<file path="src/rtl/core/tgapsd_pkg.sv">
`default_nettype none

package tgapsd_pkg;

  typedef enum logic [1:0] {
    FMT_555  = 2'd0,
    FMT_BGR  = 2'd1,
    FMT_BGRA = 2'd2,
    FMT_RSVD = 2'd3
  } pix_fmt_e;

  typedef enum logic [1:0] {
    REG_FORMAT = 2'd0,
    REG_RLE    = 2'd1,
    REG_TOTAL  = 2'd2,
    REG_NONE   = 2'd3
  } reg_idx_e;

  localparam logic [1:0]  FMT_RESET   = 2'd1;
  localparam logic        RLE_RESET   = 1'b0;
  localparam logic [31:0] TOTAL_RESET = 32'd1;

  typedef struct packed {
    pix_fmt_e    pixel_format;
    logic        rle_enable;
    logic [31:0] pixel_total;
  } cfg_t;

  typedef struct packed {
    logic [7:0] red;
    logic [7:0] green;
    logic [7:0] blue;
    logic [7:0] alpha;
    logic [7:0] repeat_count;
    logic       image_end;
    logic       status;
  } result_t;

endpackage

`default_nettype wire

</file>
<file path="src/rtl/core/tga_pixel_stream_decoder_top.sv">
// TGA pixel stream decoder. Payload bytes enter on the input channel
// (in_valid_i, in_ready_o, data_byte_i) and decoded pixels leave on the
// output channel (out_valid_o, out_ready_i and the color fields).
// Format, run-length mode and pixel total are set through the APB port
// while the block is idle; the user must keep to this, as the block does
// not enforce it. A write to any of these three registers restarts
// decoding. A byte is captured in the input register when accepted and is
// decoded from it; its pixel enters the output register when the input
// register advances. One byte is taken every cycle while the receiver
// does not stall; a pixel needs as many bytes as its format has, and each
// packet header takes one more. Bytes that complete no pixel produce no
// result, but the first byte under an unsupported format yields an error
// result. Reset empties both registers and restores 24-bit BGR, no
// run-length coding and a total of one pixel. When the receiver stalls,
// the result is held and an empty input register still takes one more
// byte; after that in_ready_o drops until the output register drains.
`default_nettype none

module tga_pixel_stream_decoder_top
  import tgapsd_pkg::*;
(
  input  wire logic        clk_i,
  input  wire logic        rst_ni,
  input  wire logic        psel,
  input  wire logic        penable,
  input  wire logic        pwrite,
  input  wire logic [3:0]  paddr,
  input  wire logic [31:0] pwdata,
  output logic      [31:0] prdata,
  output logic             pready,
  input  wire logic        in_valid_i,
  output logic             in_ready_o,
  input  wire logic [7:0]  data_byte_i,
  output logic             out_valid_o,
  input  wire logic        out_ready_i,
  output logic      [7:0]  red_o,
  output logic      [7:0]  green_o,
  output logic      [7:0]  blue_o,
  output logic      [7:0]  alpha_o,
  output logic      [7:0]  repeat_count_o,
  output logic             image_end_o,
  output logic             status_o
);

  cfg_t       cfg;
  logic       clear;
  logic       in_valid_q, in_valid_d;
  logic [7:0] byte_q;
  logic       adv;
  logic       emit;
  result_t    res_dec;
  result_t    res_out;

  assign adv        = in_valid_q && (!out_valid_o || out_ready_i);
  assign in_ready_o = !in_valid_q || adv;

  always_comb begin
    in_valid_d = in_valid_q;
    if (in_valid_i && in_ready_o) begin
      in_valid_d = 1'b1;
    end else if (adv) begin
      in_valid_d = 1'b0;
    end
  end

  always_ff @(posedge clk_i or negedge rst_ni) begin
    if (!rst_ni) begin
      in_valid_q <= 1'b0;
    end else begin
      in_valid_q <= in_valid_d;
    end
  end

  always_ff @(posedge clk_i) begin
    if (in_valid_i && in_ready_o) begin
      byte_q <= data_byte_i;
    end
  end

  tgapsd_cfg u_cfg (
    .clk_i   (clk_i),
    .rst_ni  (rst_ni),
    .psel    (psel),
    .penable (penable),
    .pwrite  (pwrite),
    .paddr   (paddr),
    .pwdata  (pwdata),
    .prdata  (prdata),
    .pready  (pready),
    .cfg_o   (cfg),
    .clear_o (clear)
  );

  tgapsd_decode u_decode (
    .clk_i   (clk_i),
    .rst_ni  (rst_ni),
    .cfg_i   (cfg),
    .clear_i (clear),
    .step_i  (adv),
    .byte_i  (byte_q),
    .emit_o  (emit),
    .res_o   (res_dec)
  );

  tgapsd_out_stage u_out (
    .clk_i       (clk_i),
    .rst_ni      (rst_ni),
    .adv_i       (adv),
    .emit_i      (emit),
    .res_i       (res_dec),
    .out_ready_i (out_ready_i),
    .out_valid_o (out_valid_o),
    .res_o       (res_out)
  );

  assign red_o          = res_out.red;
  assign green_o        = res_out.green;
  assign blue_o         = res_out.blue;
  assign alpha_o        = res_out.alpha;
  assign repeat_count_o = res_out.repeat_count;
  assign image_end_o    = res_out.image_end;
  assign status_o       = res_out.status;

endmodule

`default_nettype wire

</file>
<file path="src/rtl/core/tgapsd_cfg.sv">
`default_nettype none

module tgapsd_cfg
  import tgapsd_pkg::*;
(
  input  wire logic        clk_i,
  input  wire logic        rst_ni,
  input  wire logic        psel,
  input  wire logic        penable,
  input  wire logic        pwrite,
  input  wire logic [3:0]  paddr,
  input  wire logic [31:0] pwdata,
  output logic      [31:0] prdata,
  output logic             pready,
  output cfg_t             cfg_o,
  output logic             clear_o
);

  cfg_t     cfg_q, cfg_d;
  logic     clear_q, clear_d;
  reg_idx_e idx;
  logic     wr_en;

  assign pready = 1'b1;
  assign idx    = reg_idx_e'(paddr[3:2]);
  assign wr_en  = psel && penable && pwrite && pready;

  always_comb begin
    cfg_d   = cfg_q;
    clear_d = 1'b0;
    if (wr_en) begin
      case (idx)
        REG_FORMAT: begin
          cfg_d.pixel_format = pix_fmt_e'(pwdata[1:0]);
          clear_d            = 1'b1;
        end
        REG_RLE: begin
          cfg_d.rle_enable = pwdata[0];
          clear_d          = 1'b1;
        end
        REG_TOTAL: begin
          cfg_d.pixel_total = pwdata;
          clear_d           = 1'b1;
        end
        default: clear_d = 1'b0;
      endcase
    end
  end

  always_comb begin
    case (idx)
      REG_FORMAT: prdata = {30'd0, cfg_q.pixel_format};
      REG_RLE:    prdata = {31'd0, cfg_q.rle_enable};
      REG_TOTAL:  prdata = cfg_q.pixel_total;
      default:    prdata = 32'd0;
    endcase
  end

  always_ff @(posedge clk_i or negedge rst_ni) begin
    if (!rst_ni) begin
      cfg_q.pixel_format <= pix_fmt_e'(FMT_RESET);
      cfg_q.rle_enable   <= RLE_RESET;
      cfg_q.pixel_total  <= TOTAL_RESET;
      clear_q            <= 1'b0;
    end else begin
      cfg_q   <= cfg_d;
      clear_q <= clear_d;
    end
  end

  assign cfg_o   = cfg_q;
  assign clear_o = clear_q;

endmodule

`default_nettype wire

</file>
<file path="src/rtl/core/tgapsd_decode.sv">
`default_nettype none

module tgapsd_decode
  import tgapsd_pkg::*;
(
  input  wire logic       clk_i,
  input  wire logic       rst_ni,
  input  wire cfg_t       cfg_i,
  input  wire logic       clear_i,
  input  wire logic       step_i,
  input  wire logic [7:0] byte_i,
  output logic            emit_o,
  output result_t         res_o
);

  logic        exp_hdr_q, exp_hdr_d;
  logic [7:0]  run_left_q, run_left_d;
  logic        run_rep_q, run_rep_d;
  logic [1:0]  slot_q, slot_d;
  logic [23:0] pix_q, pix_d;
  logic [31:0] emitted_q, emitted_d;
  logic        finished_q, finished_d;
  logic        err_q, err_d;

  logic        fmt_err;
  logic        done;
  logic [31:0] remaining;
  logic [7:0]  count;
  logic [23:0] merged;
  logic [7:0]  alpha;
  logic        last;
  logic [7:0]  rep;
  logic [7:0]  run_next;

  assign fmt_err = (cfg_i.pixel_format == FMT_RSVD) ||
                   ((cfg_i.pixel_format == FMT_555) && cfg_i.rle_enable);
  assign done      = finished_q || (emitted_q >= cfg_i.pixel_total);
  assign remaining = cfg_i.pixel_total - emitted_q;
  assign count     = {1'b0, byte_i[6:0]} + 8'd1;

  always_comb begin
    merged = pix_q;
    alpha  = 8'd0;
    case (slot_q)
      2'd0:    merged[7:0]   = byte_i;
      2'd1:    merged[15:8]  = byte_i;
      2'd2:    merged[23:16] = byte_i;
      default: alpha         = byte_i;
    endcase
  end

  always_comb begin
    case (cfg_i.pixel_format)
      FMT_555: last = (slot_q == 2'd1);
      FMT_BGR: last = (slot_q == 2'd2);
      default: last = (slot_q == 2'd3);
    endcase
  end

  always_comb begin
    exp_hdr_d  = exp_hdr_q;
    run_left_d = run_left_q;
    run_rep_d  = run_rep_q;
    slot_d     = slot_q;
    pix_d      = pix_q;
    emitted_d  = emitted_q;
    finished_d = finished_q;
    err_d      = err_q;
    emit_o     = 1'b0;
    res_o      = '0;
    rep        = 8'd1;
    run_next   = run_left_q;
    if (clear_i) begin
      exp_hdr_d  = cfg_i.rle_enable;
      run_left_d = 8'd0;
      run_rep_d  = 1'b0;
      slot_d     = 2'd0;
      pix_d      = 24'd0;
      emitted_d  = 32'd0;
      finished_d = 1'b0;
      err_d      = 1'b0;
    end else if (step_i) begin
      if (fmt_err) begin
        if (!err_q) begin
          err_d        = 1'b1;
          emit_o       = 1'b1;
          res_o.status = 1'b1;
        end
      end else if (done) begin
        finished_d = 1'b1;
      end else if (cfg_i.rle_enable && (exp_hdr_q || (run_left_q == 8'd0))) begin
        run_rep_d  = byte_i[7];
        run_left_d = ({24'd0, count} > remaining) ? remaining[7:0] : count;
        exp_hdr_d  = 1'b0;
        slot_d     = 2'd0;
        pix_d      = 24'd0;
      end else if (!last) begin
        slot_d = slot_q + 2'd1;
        pix_d  = merged;
      end else begin
        slot_d = 2'd0;
        pix_d  = 24'd0;
        if (cfg_i.pixel_format == FMT_555) begin
          res_o.blue  = {merged[4:0], 3'b000};
          res_o.green = {merged[9:5], 3'b000};
          res_o.red   = {merged[14:10], 3'b000};
        end else begin
          res_o.blue  = merged[7:0];
          res_o.green = merged[15:8];
          res_o.red   = merged[23:16];
          res_o.alpha = (cfg_i.pixel_format == FMT_BGRA) ? alpha : 8'd0;
        end
        if (cfg_i.rle_enable) begin
          if (run_rep_q) begin
            rep      = run_left_q;
            run_next = 8'd0;
          end else begin
            run_next = run_left_q - 8'd1;
          end
          run_left_d = run_next;
          if (run_next == 8'd0) begin
            exp_hdr_d = 1'b1;
          end
        end
        emitted_d          = emitted_q + {24'd0, rep};
        res_o.repeat_count = rep;
        res_o.image_end    = (emitted_d >= cfg_i.pixel_total);
        if (res_o.image_end) begin
          finished_d = 1'b1;
        end
        emit_o = 1'b1;
      end
    end
  end

  always_ff @(posedge clk_i or negedge rst_ni) begin
    if (!rst_ni) begin
      exp_hdr_q  <= RLE_RESET;
      run_left_q <= 8'd0;
      run_rep_q  <= 1'b0;
      slot_q     <= 2'd0;
      pix_q      <= 24'd0;
      emitted_q  <= 32'd0;
      finished_q <= 1'b0;
      err_q      <= 1'b0;
    end else begin
      exp_hdr_q  <= exp_hdr_d;
      run_left_q <= run_left_d;
      run_rep_q  <= run_rep_d;
      slot_q     <= slot_d;
      pix_q      <= pix_d;
      emitted_q  <= emitted_d;
      finished_q <= finished_d;
      err_q      <= err_d;
    end
  end

endmodule

`default_nettype wire

</file>
<file path="src/rtl/core/tgapsd_out_stage.sv">
`default_nettype none

module tgapsd_out_stage
  import tgapsd_pkg::*;
(
  input  wire logic    clk_i,
  input  wire logic    rst_ni,
  input  wire logic    adv_i,
  input  wire logic    emit_i,
  input  wire result_t res_i,
  input  wire logic    out_ready_i,
  output logic         out_valid_o,
  output result_t      res_o
);

  logic    valid_q, valid_d;
  result_t res_q;

  always_comb begin
    valid_d = valid_q;
    if (!valid_q || out_ready_i) begin
      valid_d = adv_i && emit_i;
    end
  end

  always_ff @(posedge clk_i or negedge rst_ni) begin
    if (!rst_ni) begin
      valid_q <= 1'b0;
    end else begin
      valid_q <= valid_d;
    end
  end

  always_ff @(posedge clk_i) begin
    if (adv_i && emit_i) begin
      res_q <= res_i;
    end
  end

  assign out_valid_o = valid_q;
  assign res_o       = res_q;

endmodule

`default_nettype wire

</file>
<file path="config.mk">
export PLATFORM = sky130hd
export DESIGN_NAME = tga_pixel_stream_decoder_top
export DESIGN_NICKNAME = d
export VERILOG_FILES = /design/src/rtl/core/tgapsd_pkg.sv /design/src/rtl/core/tga_pixel_stream_decoder_top.sv /design/src/rtl/core/tgapsd_cfg.sv /design/src/rtl/core/tgapsd_decode.sv /design/src/rtl/core/tgapsd_out_stage.sv
export SDC_FILE = /design/constraint.sdc
export NUM_CORES = 1
export LEC_CHECK = 0
export ABC_AREA = 1
export BUFFER_PORTS_ARGS = -buffer_cell sky130_fd_sc_hd__clkbuf_2
export CORE_MARGIN = 3
export CORE_UTILIZATION = 45
export DETAILED_ROUTE_END_ITERATION = 8
export GPL_TIMING_DRIVEN = 0
export PLACE_DENSITY_LB_ADDON = 0.05
export SLEW_MARGIN = 5
export SYNTH_ARGS = -nofsm -noshare
export SYNTH_HDL_FRONTEND = slang
export SYNTH_HIERARCHICAL = 1
export SYNTH_SLANG_ARGS = --single-unit
</file>
<file path="constraint.sdc">
create_clock -name clk_i -period 4 [get_ports clk_i]
set_clock_uncertainty 0.2 [all_clocks]
set_input_delay 0.6 -clock clk_i [delete_from_list [all_inputs] [get_ports clk_i]]
set_output_delay 0.6 -clock clk_i [all_outputs]
set_load 0.01 [all_outputs]
</file>
## Word level (Yosys, flattened, before mapping)

Cells that the tools add are included.

- $lt $le $gt $ge: 3
- Equality and inequality tests: 12
- Bitwise logic cells: 4
- Add/subtract/negate cells: 5
- Reductions and logical operators: 44
- Multiplexer cells: 82

Operators by type and width:

| cell | number |
|---|---|
| 8-bit two-way mux | 27 |
| 32-bit two-way mux | 6 |
| 24-bit two-way mux | 7 |
| 32-bit one-hot mux with 3 select lines | 1 |
| 32-bit greater-or-equal comparator | 2 |
| 1-bit two-way mux | 34 |
| 32-bit by 8-bit adder with 32-bit output | 1 |
| 8-bit by 32-bit > comparator with 1-bit output | 1 |
| 32-bit subtractor | 1 |
| 8-bit zero test | 2 |
| 5-bit AND reduction | 3 |
| 3-bit nonzero test | 5 |
| 2-bit two-way mux | 6 |
| 11-bit OR reduction | 1 |
| 2-bit equality test (second input constant) | 5 |
| 2-bit nonzero test | 5 |
| 7-bit by 1-bit adder with 8-bit output (second input constant) | 1 |
| 2-bit AND reduction | 4 |
| 8-bit by 1-bit subtractor with 8-bit output (second input constant) | 1 |
| 1-bit logical AND | 7 |
| 7-bit OR reduction | 1 |
| 2-bit by 1-bit equality test with 1-bit output (second input constant) | 3 |
| 2-bit zero test | 3 |
| 2-bit inequality test (second input constant) | 3 |
| 11 further kinds | 20 |

- Word-level logic and storage cells: 175
- Output and inout bits: 77
- Bits in registers: 158
- Bits of input ports: 51

## Depth between registers and ports, before layout

Gate-level depths: netlist (run 1).

- Word-level depth: 18
- Depth in mapped cells: 28
- Mapped depth without buffers: 27

## Modules after synthesis

The synthesis (run 1) kept the hierarchy.

By module, submodules not included:

| module | area an instance (um^2) | cells each | seq. area each (um^2) | instances |
|---|---|---|---|---|
| tgapsd_decode | 8799.7 | 1455 | 1751.7 | 1 |
| tgapsd_cfg | 1717.9 | 233 | 903.4 | 1 |
| tgapsd_out_stage | 1305.0 | 48 | 1286.2 | 1 |
| tga_pixel_stream_decoder_top | 301.5 | 16 | 265.3 | 1 |

## Worst setup path after synthesis (run 1)

OpenSTA, ideal clock, no wires.

- Kind: register to register
- Start: register u_decode.run_rep_q
- End: register u_decode.finished_q
- Data required time: 3.675 ns
- Data arrival time: 3.690 ns
- Period minus slack after synthesis: 4.015 ns
- Cell stages (with the launch flop): 28
- Setup time: 0.125 ns
- Path slack: -0.015 ns
- Buffers on the path: 2
- Cell sequence: dfrtp_1 -> clkbuf_1 -> nand2_1 -> clkbuf_1 -> nor2_1 -> ha_1 -> nand3_1 -> nand3_1 -> a21oi_1 -> o21ai_2 -> a21oi_1 -> nor2_1 -> nand2_1 -> nor2_1 -> nand3_1 -> xor2_1 -> inv_1 -> ha_1 -> a21oi_1 -> o21a_1 -> o221a_2 -> nand2_1 -> nand2_1 -> nand2_1 -> nand2_1 -> nand2_1 -> a21oi_1 -> nor2_1

- Word-level cells in the longest chain between the ends: 12

RTL lines:

| element | line | source |
|---|---|---|
| from (decl) | tgapsd_decode.sv:18 | `logic run_rep_q, run_rep_d;` |
| from (signal assigned) | tgapsd_decode.sv:149 | `run_rep_q <= run_rep_d;` |
| 8-bit two-way mux | tgapsd_decode.sv:114 | `if (run_rep_q) begin` |
| 8-bit two-way mux | tgapsd_decode.sv:113 | `if (cfg_i.rle_enable) begin` |
| 8-bit two-way mux | tgapsd_decode.sv:97 | `end else if (!last) begin` |
| 8-bit two-way mux | tgapsd_decode.sv:91 | `end else if (cfg_i.rle_enable && (exp_hdr_q \|\| (run_left_q == 8'd0))) begin` |
| 8-bit two-way mux | tgapsd_decode.sv:89 | `end else if (done) begin` |
| 8-bit two-way mux | tgapsd_decode.sv:83 | `if (fmt_err) begin` |
| 8-bit two-way mux | tgapsd_decode.sv:82 | `end else if (step_i) begin` |
| 8-bit two-way mux | tgapsd_decode.sv:73 | `if (clear_i) begin` |
| 32-bit by 8-bit adder with 32-bit output | tgapsd_decode.sv:125 | `emitted_d = emitted_q + {24'd0, rep};` |
| 32-bit greater-or-equal comparator | tgapsd_decode.sv:127 | `res_o.image_end = (emitted_d >= cfg_i.pixel_total);` |
| 3-bit nonzero test (no line) | n/a |  |
| 5-bit AND reduction (no line) | n/a |  |
| to (signal assigned) | tgapsd_decode.sv:153 | `finished_q <= finished_d;` |
| to (decl) | tgapsd_decode.sv:22 | `logic finished_q, finished_d;` |

Every way passes these cells. The select of a mux whose other input is x is not followed.
A chain may end at the register's enable or synchronous reset.

## Worst setup path in the final report (run 1)

- Start: register u_cfg.cfg_q (netlist bit u_cfg/cfg_o[32])
- End: register u_decode.finished_q

- Word-level cells in the longest chain between the ends: 11
- Elaborated cells on any way between the ends: 16
- Classes of those cells: add/sub (1); order compare (1); eq/ne (2); mux (7); reduce/logical (5)

RTL lines:

| element | line | source |
|---|---|---|
| from (decl) | tgapsd_cfg.sv:19 | `cfg_t cfg_q, cfg_d;` |
| from (signal assigned) | tgapsd_cfg.sv:66 | `cfg_q <= cfg_d;` |
| 8-bit two-way mux | tgapsd_decode.sv:113 |  |
| 8-bit two-way mux | tgapsd_decode.sv:97 |  |
| 8-bit two-way mux | tgapsd_decode.sv:91 |  |
| 8-bit two-way mux | tgapsd_decode.sv:89 |  |
| 8-bit two-way mux | tgapsd_decode.sv:83 |  |
| 8-bit two-way mux | tgapsd_decode.sv:82 |  |
| 8-bit two-way mux | tgapsd_decode.sv:73 |  |
| 32-bit by 8-bit adder with 32-bit output | tgapsd_decode.sv:125 |  |
| 32-bit greater-or-equal comparator | tgapsd_decode.sv:127 |  |
| 3-bit nonzero test (no line) | n/a |  |
| 5-bit AND reduction (no line) * | n/a |  |

Every way passes the cells marked *; elsewhere a longest branch is shown, timed or not. The select of a mux whose other input is x is not followed.

==> results of run 1 <==
metrics by stage:
step / area [sq um] / util, % / std cells / hold slack (ns) / setup TNS [ns]
3_5_place_dp: 13200 / 50.2 / 2212 / 0.294 / -15.76
4_1_cts: 14300 / 54.5 / 2276 / 0.112 / -0.206
6_report: 14500 / 55.3 / 2284 / 0.129 / -0.295
3_3_place_gp: 13200 / 50.1 / 2211 / 0.285 / -34.17
5_1_grt: 14500 / 55.3 / 2284 / 0.111 / -1.21
2_1_floorplan: 12100 / - / 1752 / 0.104 / 0
logic make-up (layout without fill, tap and decap cells):
| group | count (synthesis) | after routing |
|---|---|---|
| other | 1 | 1 |
| DFF | 158 | 158 |
| adders and majority gates | 90 | 90 |
| buffers and inverters | 374 | 571 |
| AOI/OAI and AO/OA | 197 | 197 |
| and+or+nand+nor | 895 | 895 |
| xor gates and xnor gates | 37 | 37 |
timing repair:
action | CTS | global route
hold buffers | 1 | 0
buffers inserted | 32 | 8
pin swaps | 29 | 29
hold endpoints to repair | 42 | 0
endpoints found under the setup margin | 51 | 52
resized for setup | 66 | 30
worst max-delay path: stages, from the launching register on:
cell and delay [ns]:
dfrtp_2 0.49, nand2_4 0.14, clkbuf_8 0.17, nor2_1 0.06
ha_1 0.34, nand2_1 0.08, inv_1 0.10, a21oi_4 0.08
o21ai_4 0.21, a21oi_4 0.11, nor2_4 0.15, nand4_1 0.10
buf_4 0.19, nor2_2 0.10, xor2_1 0.20, inv_1 0.07
ha_1 0.30, a21oi_2 0.16, nor2_2 0.05, a211oi_2 0.21
o221a_2 0.25, nand2_2 0.06, nand2_1 0.05, nand2_1 0.04
a21oi_1 0.13, nor2_1 0.06
per-layer routing:
| metal | GRT usage (%) | share of wire, % |
|---|---|---|
| met5 | 0 | 0 |
| met4 | 8.57 | 3.0 |
| met3 | 4.00 | 5.0 |
| met2 | 45.0 | 48 |
| met1 | 33.8 | 44 |
final cells by class:
type / instances / area share (%)
Tap cell: 335 / 2.89
Sequential cell: 158 / 29.0
Inverter: 340 / 8.91
Multi-Input combinational cell: 1220 / 46.8
Clock inverter: 15 / 1.26
Buffer: 33 / 1.54
Clock buffer: 17 / 2.93
Timing Repair Buffer: 166 / 6.69
power by group through the flow:
stage	Combinational, W	Clock (W)	Sequential [W]
CTS	0.00345	0.00175	0.00211
detailed placement	0.00331	0	0.00214
global route	0.00409	0.00182	0.00215
floorplan	0.00247	0	0.00207
global placement	0.00328	0	0.00214
finish	0.00360	0.00171	0.00212
registers in the layout (all words and copies together) (netlist names), 2 cells and up:
signal,cells
u_decode/pix_q,24
u_decode/emitted_q,32
u_decode/slot_q,2
u_out/res_o,42
u_decode/run_left_q,8
byte_q,8
u_cfg/cfg_o,35
cell usage in the layout (no fill, tap or decap), types with 3 or more instances in the layout:
cell type  count
buf_6          9
a211oi_2      11
a21oi_1       49
nor2_4         7
nand3_2       16
clkbuf_16     17
inv_2          7
buf_2         12
clkinv_4       3
nand4_1       26
nand3_1       95
a21oi_4        3
nor3_1        30
o21ai_1       19
o21bai_1       4
a21oi_2        4
inv_8          6
nor4_1         7
buf_4         43
clkbuf_2     123
clkbuf_1       7
clkinv_8       4
xor2_1        32
nand2_4        5
ha_1          81
inv_1        329
dfrtp_1      104
nand2_1      505
o22ai_1       27
o21ai_0       55
nor2_1       156
a211oi_1       7
a31oi_1        3
ha_4           5
nor2_2        17
nand2_2       21
edfxtp_1      50
final timing paths:
kind	startpoint	end	slack (ns)	cells past startpoint
worst max-delay path	u_cfg/cfg_o[32]$_DFFE_PN0P_	u_decode/finished_q$_DFFE_PN0P_	-0.22	25
worst min-delay path	data_byte_i[5]	byte_q[5]$_DFFE_PP_	0.13	1
worst max register to register	u_cfg/cfg_o[32]$_DFFE_PN0P_	u_decode/finished_q$_DFFE_PN0P_	-0.22	25
worst min register to register	u_decode/pix_q[3]$_DFFE_PN0P_	u_decode/pix_q[3]$_DFFE_PN0P_	0.31	2
max in group asynchronous	rst_ni	u_cfg/cfg_o[0]$_DFFE_PN1P_	2.43	3
min in group asynchronous	rst_ni	u_decode/run_left_q[3]$_DFFE_PN0P_	0.43	2
cell usage after synthesis, types with 2 or more instances:
| master | instances |
|---|---|
| inv_2 | 6 |
| inv_1 | 332 |
| o21a_1 | 2 |
| nand2_2 | 9 |
| dfrtp_1 | 106 |
| nand4_1 | 26 |
| buf_6 | 8 |
| nand3_1 | 108 |
| o21bai_1 | 4 |
| a31oi_1 | 3 |
| nor4_1 | 8 |
| a211oi_2 | 10 |
| nor2_2 | 10 |
| xor2_1 | 34 |
| o21ai_0 | 57 |
| dfstp_2 | 2 |
| nor2_4 | 3 |
| nand3_2 | 3 |
| nor3_1 | 33 |
| a21oi_1 | 56 |
| a211oi_1 | 8 |
| and2_1 | 2 |
| buf_2 | 12 |
| xnor2_1 | 3 |
| nor2_1 | 167 |
| a21boi_0 | 2 |
| o221a_2 | 2 |
| nand2_1 | 519 |
| a21o_1 | 2 |
| o21ai_1 | 20 |
| fa_1 | 2 |
| buf_4 | 4 |
| clkbuf_1 | 9 |
| ha_1 | 88 |
| o22ai_1 | 27 |
| edfxtp_1 | 50 |
| nand2_4 | 3 |
==> results.yml, run 1 <==
power_and_ir_drop:
  switchingPower_w: 0.00346
  ir_drop_uv: 276
  seq_power_share_pct: 28.5
  clkPwrFrac_pct: 23.1
  power_density_nw_per_um2: 512
  p_comb_share_pct: 48.4
  intPower_w: 0.00397
  p_total_w: 0.00743
  p_sw_share_pct: 46.5
  p_leak_nw: 7.75
placement:
  dp_worst_setup_slack_ns: -1.16
  hpwl_um: 29100
  port_buffers: 124
  place.gp.congestion: 0.934
global_route:
  grt_overflow: 0
  grt_pass1_wl_um: 58900
  grt_max_degree: 67
  antenna_found_initial: 0
  track_usage_pct: 26.1
  first_global_vias: 11000
die:
  die_x_um: 170
  die_h_um: 170
  die-area_sq_um: 28900
  fp.coreArea_sq_um: 26300
  rows: 59
  pin_count: 128
  initial_core_util_pct: 46.1
timing:
  rsz0062_at_grt: "true"
  setup_slack_ns: -0.217
  timing.final.hold_violations: 0
  post-route-period-util_pct: 105
  min_period_ns: 4.22
  slew_headroom_pct: 28.7
  tightest_slew_ns: 1.06
  max_freq_mhz: 237
  drv_slew: 0
  finalSetupViolations: 2
finish:
  drive_gt1_share_pct: 17.8
  regArea_sq_um: 4210
  layout.nets: 2077
  fill_cells: 2626
  multi_input_area_sq_um: 6800
  diodes: 0
  area_growth_pct: 19.8
logic_synthesis:
  ys_seq_area_share_pct: 34.7
  synth_nets: 1893
  synth_area_leaders: "dfrtp_1 (22%), nand2_1 (16%), edfxtp_1 (12%)"
  async_flop_share_pct: 68.4
  synth_top_family_by_area: "simple AND/OR/NAND/NOR gates"
  synth-compound-area-share_pct: 9.76
  synth-adder-area-share_pct: 9.41
  ys_types: 49
  avgSynthCellArea_sq_um: 6.92
  synth_top_cell_area_share_pct: 21.9
  yosysTopAreaCell: "dfrtp_1"
  synth_seq_cells: 158
  syn_inst: 1752
  ys.flop_type: "dfrtp_1"
  synthSimpleGateAreaFrac_pct: 31.1
  synthXorXnorAreaFrac_pct: 2.67
  synth_edf_count: 50
  synth_area_sq_um: 12100
  synthMuxAreaShare_pct: 0
  yosysWarnings: 6
worst_setup_path:
  startpoint_type: "flop"
  critPathCaptureType: "flop"
  cp_data_required_time_ns: 4.11
  crit_type: "flop to flop"
  cp_max_fo: 7
  critPathArrivalTime_ns: 4.33
detailed_routing:
  wl_um: 37700
  drt_iter0_markers: 854
  via_per_inst: 5.13
  num_vias: 11700
  drcViolationCount: 0
  ant_nets: 0
  dr.pass1.iters: 6
  wl_per_cell_um: 16.5
clock_tree:
  insertion_delay_ns: 0.45
  clkTransAtPathRegs_ns: 0.08
  numCtsBuffers: 17
  cts_tree: "built"
  root_buffer: "clkbuf_16"
  cts_buffer_depth: 2
  htree_levels: 4
  clock_sinks: 158
status:
  violations: "negative setup slack"
  status: "complete, but fails checks"
min_path:
  hp-class: "input port to flop"
run:
  cap_violations: 0
Note: power is estimated with default switching activity, not from simulation.
==> inputs of run 2 (changes only) <==
--- a/config.mk
+++ b/config.mk
@@ -5,7 +5,6 @@
 export SDC_FILE = /design/constraint.sdc
 export NUM_CORES = 1
 export LEC_CHECK = 0
-export ABC_AREA = 1
 export BUFFER_PORTS_ARGS = -buffer_cell sky130_fd_sc_hd__clkbuf_2
 export CORE_MARGIN = 3
 export CORE_UTILIZATION = 45
==> run 2 against run 1 <==
The flow still finishes with violations (negative setup slack); non-clock buffer count grew 53; first-iteration DRC count down 23%; via count fell by 11%; synthesized cell count shrank 27%; critical path depth grew 1; core utilization is 2.1 points higher; clock-buffer cell count is the same; sequential cell count unchanged; clock power fell by 2%; maximum frequency fell by 16%; critical endpoint is now u_out/res_o[1]$_DFFE_PP_.
==> results.yml, run 2 <==
detailed_routing:
  wl_per_cell_um: 19.2
  drt_iter0_markers: 661
  ant_nets: 0
  wl_um: 35200
  dr.pass1.iters: 5
  num_vias: 10400
  via_per_inst: 5.67
  drcViolationCount: 0
finish:
  final_common_cell: "clkbuf_2"
  final_cell_count_no_fill: 1832
  area_growth_pct: 24.7
  most-common-layout-cells: "clkbuf_2 (124), dfrtp_1 (100), nor2_1 (90), inv_1 (89), nand2_1 (83)"
  layout.nets: 1630
  largest_reg_flops: 42
  diodes: 0
  drive_gt1_share_pct: 27.4
  final_util_pct: 57.4
die:
  die_h_um: 167
  fp.coreArea_sq_um: 25300
  die-area_sq_um: 27800
  die_x_um: 167
  initial_core_util_pct: 46.0
  rows: 58
  pin_count: 128
clock_tree:
  insertion_delay_ns: 0.44
  root_buffer: "clkbuf_16"
  clkTransAtPathRegs_ns: 0.07
  numCtsBuffers: 17
  cts_tree: "built"
  cts_buffer_depth: 2
  htree_levels: 4
  clock_sinks: 158
placement:
  place.gp.congestion: 0.943
  placed_cells: 1725
  hpwl_um: 26000
  port_buffers: 122
  dp_worst_setup_slack_ns: -1.85
global_route:
  first_global_vias: 10100
  met3_usage_pct: 3.04
  grt_max_degree: 61
  grt_use_met2_pct: 42.1
  antenna_found_initial: 1
  grt_overflow: 0
  grt_pass1_wl_um: 55600
  top_usage_layer: "met2"
  track_usage_pct: 24.9
  grt_use_met1_pct: 33.7
logic_synthesis:
  ys_seq_area_share_pct: 36.2
  synth_area_leaders: "dfrtp_1 (23%), edfxtp_1 (13%), ha_1 (9.5%)"
  yosysWarnings: 6
  synth_nets: 1413
  ys.flop_type: "dfrtp_1"
  synth_seq_cells: 158
  ys_types: 88
  synth_edf_count: 50
  synth_top_cell_area_share_pct: 22.8
  avgSynthCellArea_sq_um: 9.14
  synth.most_common_cell: "dfrtp_1"
  syn_inst: 1272
  async_flop_share_pct: 68.4
  synth_area_sq_um: 11600
  yosysTopAreaCell: "dfrtp_1"
  synth_common_cells: "dfrtp_1 (106), nor2_1 (97), inv_1 (95)"
worst_setup_path:
  crit_type: "flop to flop"
  critPathTopFamily: "compound AO/OA/AOI/OAI gates"
  rr_startpoint: "u_decode/run_rep_q$_DFFE_PN0P_"
  critPathArrivalTime_ns: 5.01
  cp_max_fo: 6
  path_common_cell: "a21o_1"
  startpoint_type: "flop"
  reg2reg_slack_ns: -1.05
  r2r_end: "u_out/res_o[1]$_DFFE_PP_"
  crit_slowest_cell: "dfrtp_2"
  reg2regPathDepth: 26
  critPathBufInv: 3
  cp_data_required_time_ns: 3.97
  slowest_delay_ns: 0.44
  critPathCaptureType: "flop"
status:
  violations: "negative setup slack"
  status: "complete, but fails checks"
timing:
  timing.final.hold_violations: 0
  max_freq_mhz: 198
  tightest_slew_ns: 1.03
  rsz0062_at_grt: "true"
  slew_headroom_pct: 31.1
  min_period_ns: 5.05
  finalSetupViolations: 46
  setup_slack_ns: -1.05
  drv_slew: 0
  post-route-period-util_pct: 126
min_path:
  holdPathEnd: "byte_q[4]$_DFFE_PP_"
  hp-start: "data_byte_i[4]"
  hp-class: "input port to flop"
  whs_path_depth: 1
power_and_ir_drop:
  power_density_nw_per_um2: 507
  p_leak_nw: 6.45
  ir_drop_uv: 294
run:
  cap_violations: 0
[run 2: cell count changes after synthesis, moves of 37 or more]
cell	change
inv_1	-237
xnor2_1	+53
mux2_2	+37
and2_1	+45
nand3_1	-77
nand2_1	-432
nor2_1	-70
[run 2: layer usage]
metal / share of wire (%) / vias to the layer above / routed length (um)
met5: 0 / - / 0
met4: 2.3 / 0 / 826
met3: 4.4 / 45 / 1560
met2: 48 / 301 / 16900
met1: 45 / 4994 / 15900
li1: - / 5050 / -
[run 2: cells by family after synthesis]
| logic type | Yosys count | share of synthesized area (%) |
|---|---|---|
| other | 1 | 0.0323 |
| and+or+nand+nor | 439 | 19.8 |
| AOI/OAI and AO/OA | 289 | 17.0 |
| xor gates and xnor gates | 66 | 4.97 |
| adders and majority gates | 90 | 9.82 |
| muxes | 73 | 6.82 |
| buffers and inverters | 156 | 5.41 |
| DFF | 158 | 36.2 |
[run 2: how the worst max path moves through the flow]
| stage | to | depth (start not counted) | slack, ns | startpoint |
|---|---|---|---|---|
| after floorplan | u_decode/finished_q$_DFFE_PN0P_ | 28 | -0.79 | u_cfg/cfg_o[32]$_DFFE_PN0P_ |
| after global placement | u_decode/finished_q$_DFFE_PN0P_ | 25 | -1.84 | u_cfg/cfg_o[32]$_DFFE_PN0P_ |
| after detailed placement | u_decode/finished_q$_DFFE_PN0P_ | 25 | -1.85 | u_cfg/cfg_o[32]$_DFFE_PN0P_ |
| after CTS | u_out/res_o[1]$_DFFE_PP_ | 26 | -1.11 | u_cfg/cfg_o[32]$_DFFE_PN0P_ |
| after global routing | u_decode/finished_q$_DFFE_PN0P_ | 26 | -1.28 | u_decode/run_rep_q$_DFFE_PN0P_ |
| final | u_out/res_o[1]$_DFFE_PP_ | 26 | -1.05 | u_decode/run_rep_q$_DFFE_PN0P_ |
[run 2: layout make-up]
class,count,area (sq um)
fillers,2282,10800
multi-input cells,965,7330
flip-flops and latches,158,4210
repair buffers,197,1230
clock buffers,17,425
well taps,330,413
inverters,95,357
plain buffers,55,332
clock inverters,15,193
[run 2: repair_timing]
item,4_1_cts,5_1_grt
setup buffers,53,20
cloned,6,1
endpoints found under the setup margin,133,119
hold buffers,1,0
gates resized for setup,57,66
endpoints found under the hold margin,48,0
pin swaps,38,30
[run 2: through the flow]
step / hold WS (ns) / TNS, ns / total power [W] / cell area [sq um]
after floorplan: 0.104 / -1.57 / 0.00448 / 11800
after global placement: 0.263 / -107.16 / 0.00532 / 12800
after detailed placement: 0.274 / -108.90 / 0.00534 / 12900
after CTS: 0.133 / -17.49 / 0.00720 / 14200
after global routing: 0.128 / -23.01 / 0.00784 / 14500
final: 0.145 / -14.61 / 0.00735 / 14500
[run 2: where the power goes]
part	internal, W	switching (W)	leakage, nW
Sequential	0.00194	0.000275	1.86
Clock	0.000854	0.000818	0.295
Combinational	0.00144	0.00203	4.29
Total	0.00423	0.00312	6.44
==> inputs of run 3 (changes only) <==
--- a/config.mk
+++ b/config.mk
@@ -11,6 +11,7 @@
 export DETAILED_ROUTE_END_ITERATION = 8
 export GPL_TIMING_DRIVEN = 0
 export PLACE_DENSITY_LB_ADDON = 0.05
+export SKIP_CTS_REPAIR_TIMING = 1
 export SLEW_MARGIN = 5
 export SYNTH_ARGS = -nofsm -noshare
 export SYNTH_HDL_FRONTEND = slang
==> run 3 against run 2 <==
The run still ends with negative setup slack left; combinational power fell by 5%; clock-buffer cell count unchanged; critical path depth is 3 lower; worst hold slack gained 0.0020 ns; sequential share of layout area up 0.86 points; worst setup slack got worse by 0.056 ns; wire length decreased by 2.2%; non-clock buffer count decreased by 43; cell area is 2.8% lower; total power shrank 2.5%; die area did not move; critical endpoint unchanged; largest cell class unchanged.
==> results.yml, run 3 (same netlist as run 2, synthesis figures left out) <==
clock_tree:
  htree_levels: 4
  insertion_delay_ns: 0.43
  cts_tree: "built"
  numCtsBuffers: 17
  clkTransAtPathRegs_ns: 0.07
  cts_buffer_depth: 2
  clock_sinks: 158
  root_buffer: "clkbuf_16"
finish:
  final_common_cell: "clkbuf_2"
  regArea_sq_um: 4220
  drive_gt1_share_pct: 24.4
  multi_input_area_sq_um: 7250
  layout.nets: 1587
  fin_area_sq_um: 14100
  area_growth_pct: 21.2
  largest_reg_flops: 42
  diodes: 0
  fill_cells: 2315
  most-common-layout-cells: "clkbuf_2 (124), dfrtp_1 (97), nor2_1 (91), inv_1 (88), nand2_1 (82)"
die:
  die_h_um: 167
  pin_count: 128
  fp.coreArea_sq_um: 25300
  rows: 58
  die_x_um: 167
  die-area_sq_um: 27800
  initial_core_util_pct: 46.0
global_route:
  grt_overflow: 0
  grt_use_met2_pct: 40.1
  first_global_vias: 9691
  antenna_found_initial: 1
  track_usage_pct: 23.8
  grt_use_met1_pct: 32.3
  grt_pass1_wl_um: 53200
  grt_max_degree: 61
  top_usage_layer: "met2"
  met3_usage_pct: 3.13
placement:
  port_buffers: 122
  hpwl_um: 26000
  place.gp.congestion: 0.943
  dpl_cell_area_sq_um: 12900
power_and_ir_drop:
  power_density_nw_per_um2: 509
  p_leak_nw: 6.12
  p_sw_share_pct: 42.4
  switchingPower_w: 0.00304
  p_comb_share_pct: 45.9
  ir_drop_uv: 277
  clkPwrFrac_pct: 23.2
  intPower_w: 0.00413
  seq_power_share_pct: 30.9
min_path:
  hp-start: "data_byte_i[4]"
  whs_path_depth: 1
  holdPathEnd: "byte_q[4]$_DFFE_PP_"
  hp-class: "input port to flop"
timing:
  tightest_slew_ns: 1.09
  max_freq_mhz: 196
  setup_slack_ns: -1.10
  rsz0062_at_grt: "true"
  slew_headroom_pct: 27.3
  post-route-period-util_pct: 128
  min_period_ns: 5.10
  finalSetupViolations: 27
  drv_slew: 0
  whs_ns: 0.147
  timing.final.hold_violations: 0
status:
  status: "complete, but fails checks"
  violations: "negative setup slack"
detailed_routing:
  via_per_inst: 5.65
  ant_nets: 0
  wl_per_cell_um: 19.3
  drcViolationCount: 0
  dr.pass1.iters: 5
  drt_iter0_markers: 733
  num_vias: 10100
  wl_um: 34500
worst_setup_path:
  slowest_delay_ns: 0.47
  rr_startpoint: "u_cfg/cfg_o[32]$_DFFE_PN0P_"
  critPathCaptureType: "flop"
  cp_data_required_time_ns: 3.97
  reg2regPathDepth: 23
  critPathBufInv: 3
  r2r_end: "u_out/res_o[1]$_DFFE_PP_"
  crit_type: "flop to flop"
  cp_max_fo: 8
  startpoint_type: "flop"
  critPathArrivalTime_ns: 5.07
  path_common_cell: "a21o_1"
  reg2reg_slack_ns: -1.10
  crit_path_cell_trace: "and2_4 > nand2_4 > ha_4 > inv_2 > fa_2 > nor2b_2 > o21ai_2 > a21boi_2 > o21ai_2 > a21boi_2 > o21a_4 > nor2_4 > buf_8 > nor4_1 > xnor2_1 > ha_1 > a21o_1 > a21o_1 > a21o_1 > a221o_1 > a31oi_4 > buf_6 > nor2_2"
  critPathTopFamily: "compound AO/OA/AOI/OAI gates"
  crit_slowest_cell: "nor4_1"
  cp.depth: 23
run:
  cap_violations: 0
==> run 3: changes by cell type in the layout (fill, tap and decap cells not counted), sizes merged <==
cell,previous run,this run
buf,92,53
clkbuf,176,172
==> run 3: metal layers <==
layer,vias to the layer above,wire (um)
li1,4964,-
met1,4828,15500
met2,275,16600
met3,41,1570
met4,0,767
met5,-,0
==> run 3: layout make-up <==
| class | count | area share [%] |
|---|---|---|
| multi-input cells | 965 | 51.4 |
| flip-flops and latches | 158 | 29.9 |
| repair buffers | 153 | 6.41 |
| clock buffers | 17 | 3.02 |
| well taps | 330 | 2.93 |
| inverters | 95 | 2.57 |
| plain buffers | 56 | 2.33 |
| clock inverters | 15 | 1.37 |
==> run 3: power groups by stage <==
stage,combinational (W),sequential [W],clock (W)
after floorplan,0.00232,0.00216,0
after global placement,0.00309,0.00223,0
after detailed placement,0.00310,0.00223,0
after CTS,0.00313,0.00220,0.00170
after global routing,0.00365,0.00227,0.00177
final,0.00329,0.00222,0.00166
==> run 3: worst max path at each step <==
stage	from	to	slack, ns
floorplan	u_cfg/cfg_o[32]$_DFFE_PN0P_	u_decode/finished_q$_DFFE_PN0P_	-0.79
global placement	u_cfg/cfg_o[32]$_DFFE_PN0P_	u_decode/finished_q$_DFFE_PN0P_	-1.84
detailed placement	u_cfg/cfg_o[32]$_DFFE_PN0P_	u_decode/finished_q$_DFFE_PN0P_	-1.85
CTS	u_cfg/cfg_o[32]$_DFFE_PN0P_	u_decode/finished_q$_DFFE_PN0P_	-1.87
global route	u_cfg/cfg_o[32]$_DFFE_PN0P_	u_out/res_o[1]$_DFFE_PP_	-1.24
finish	u_cfg/cfg_o[32]$_DFFE_PN0P_	u_out/res_o[1]$_DFFE_PP_	-1.10
==> run 3: stage by stage <==
stage                     setup WS (ns)  utilization [%]  cells  TNS [ns]  total power [W]
after floorplan                  -0.790                -   1272     -1.57          0.00448
after global routing              -1.24             55.8   1789    -17.14          0.00769
after detailed placement          -1.85             50.9   1725   -108.90          0.00534
after CTS                         -1.87             53.4   1757   -111.42          0.00703
final                             -1.10             55.8   1789     -7.97          0.00717
after global placement            -1.84             50.8   1724   -107.16          0.00532
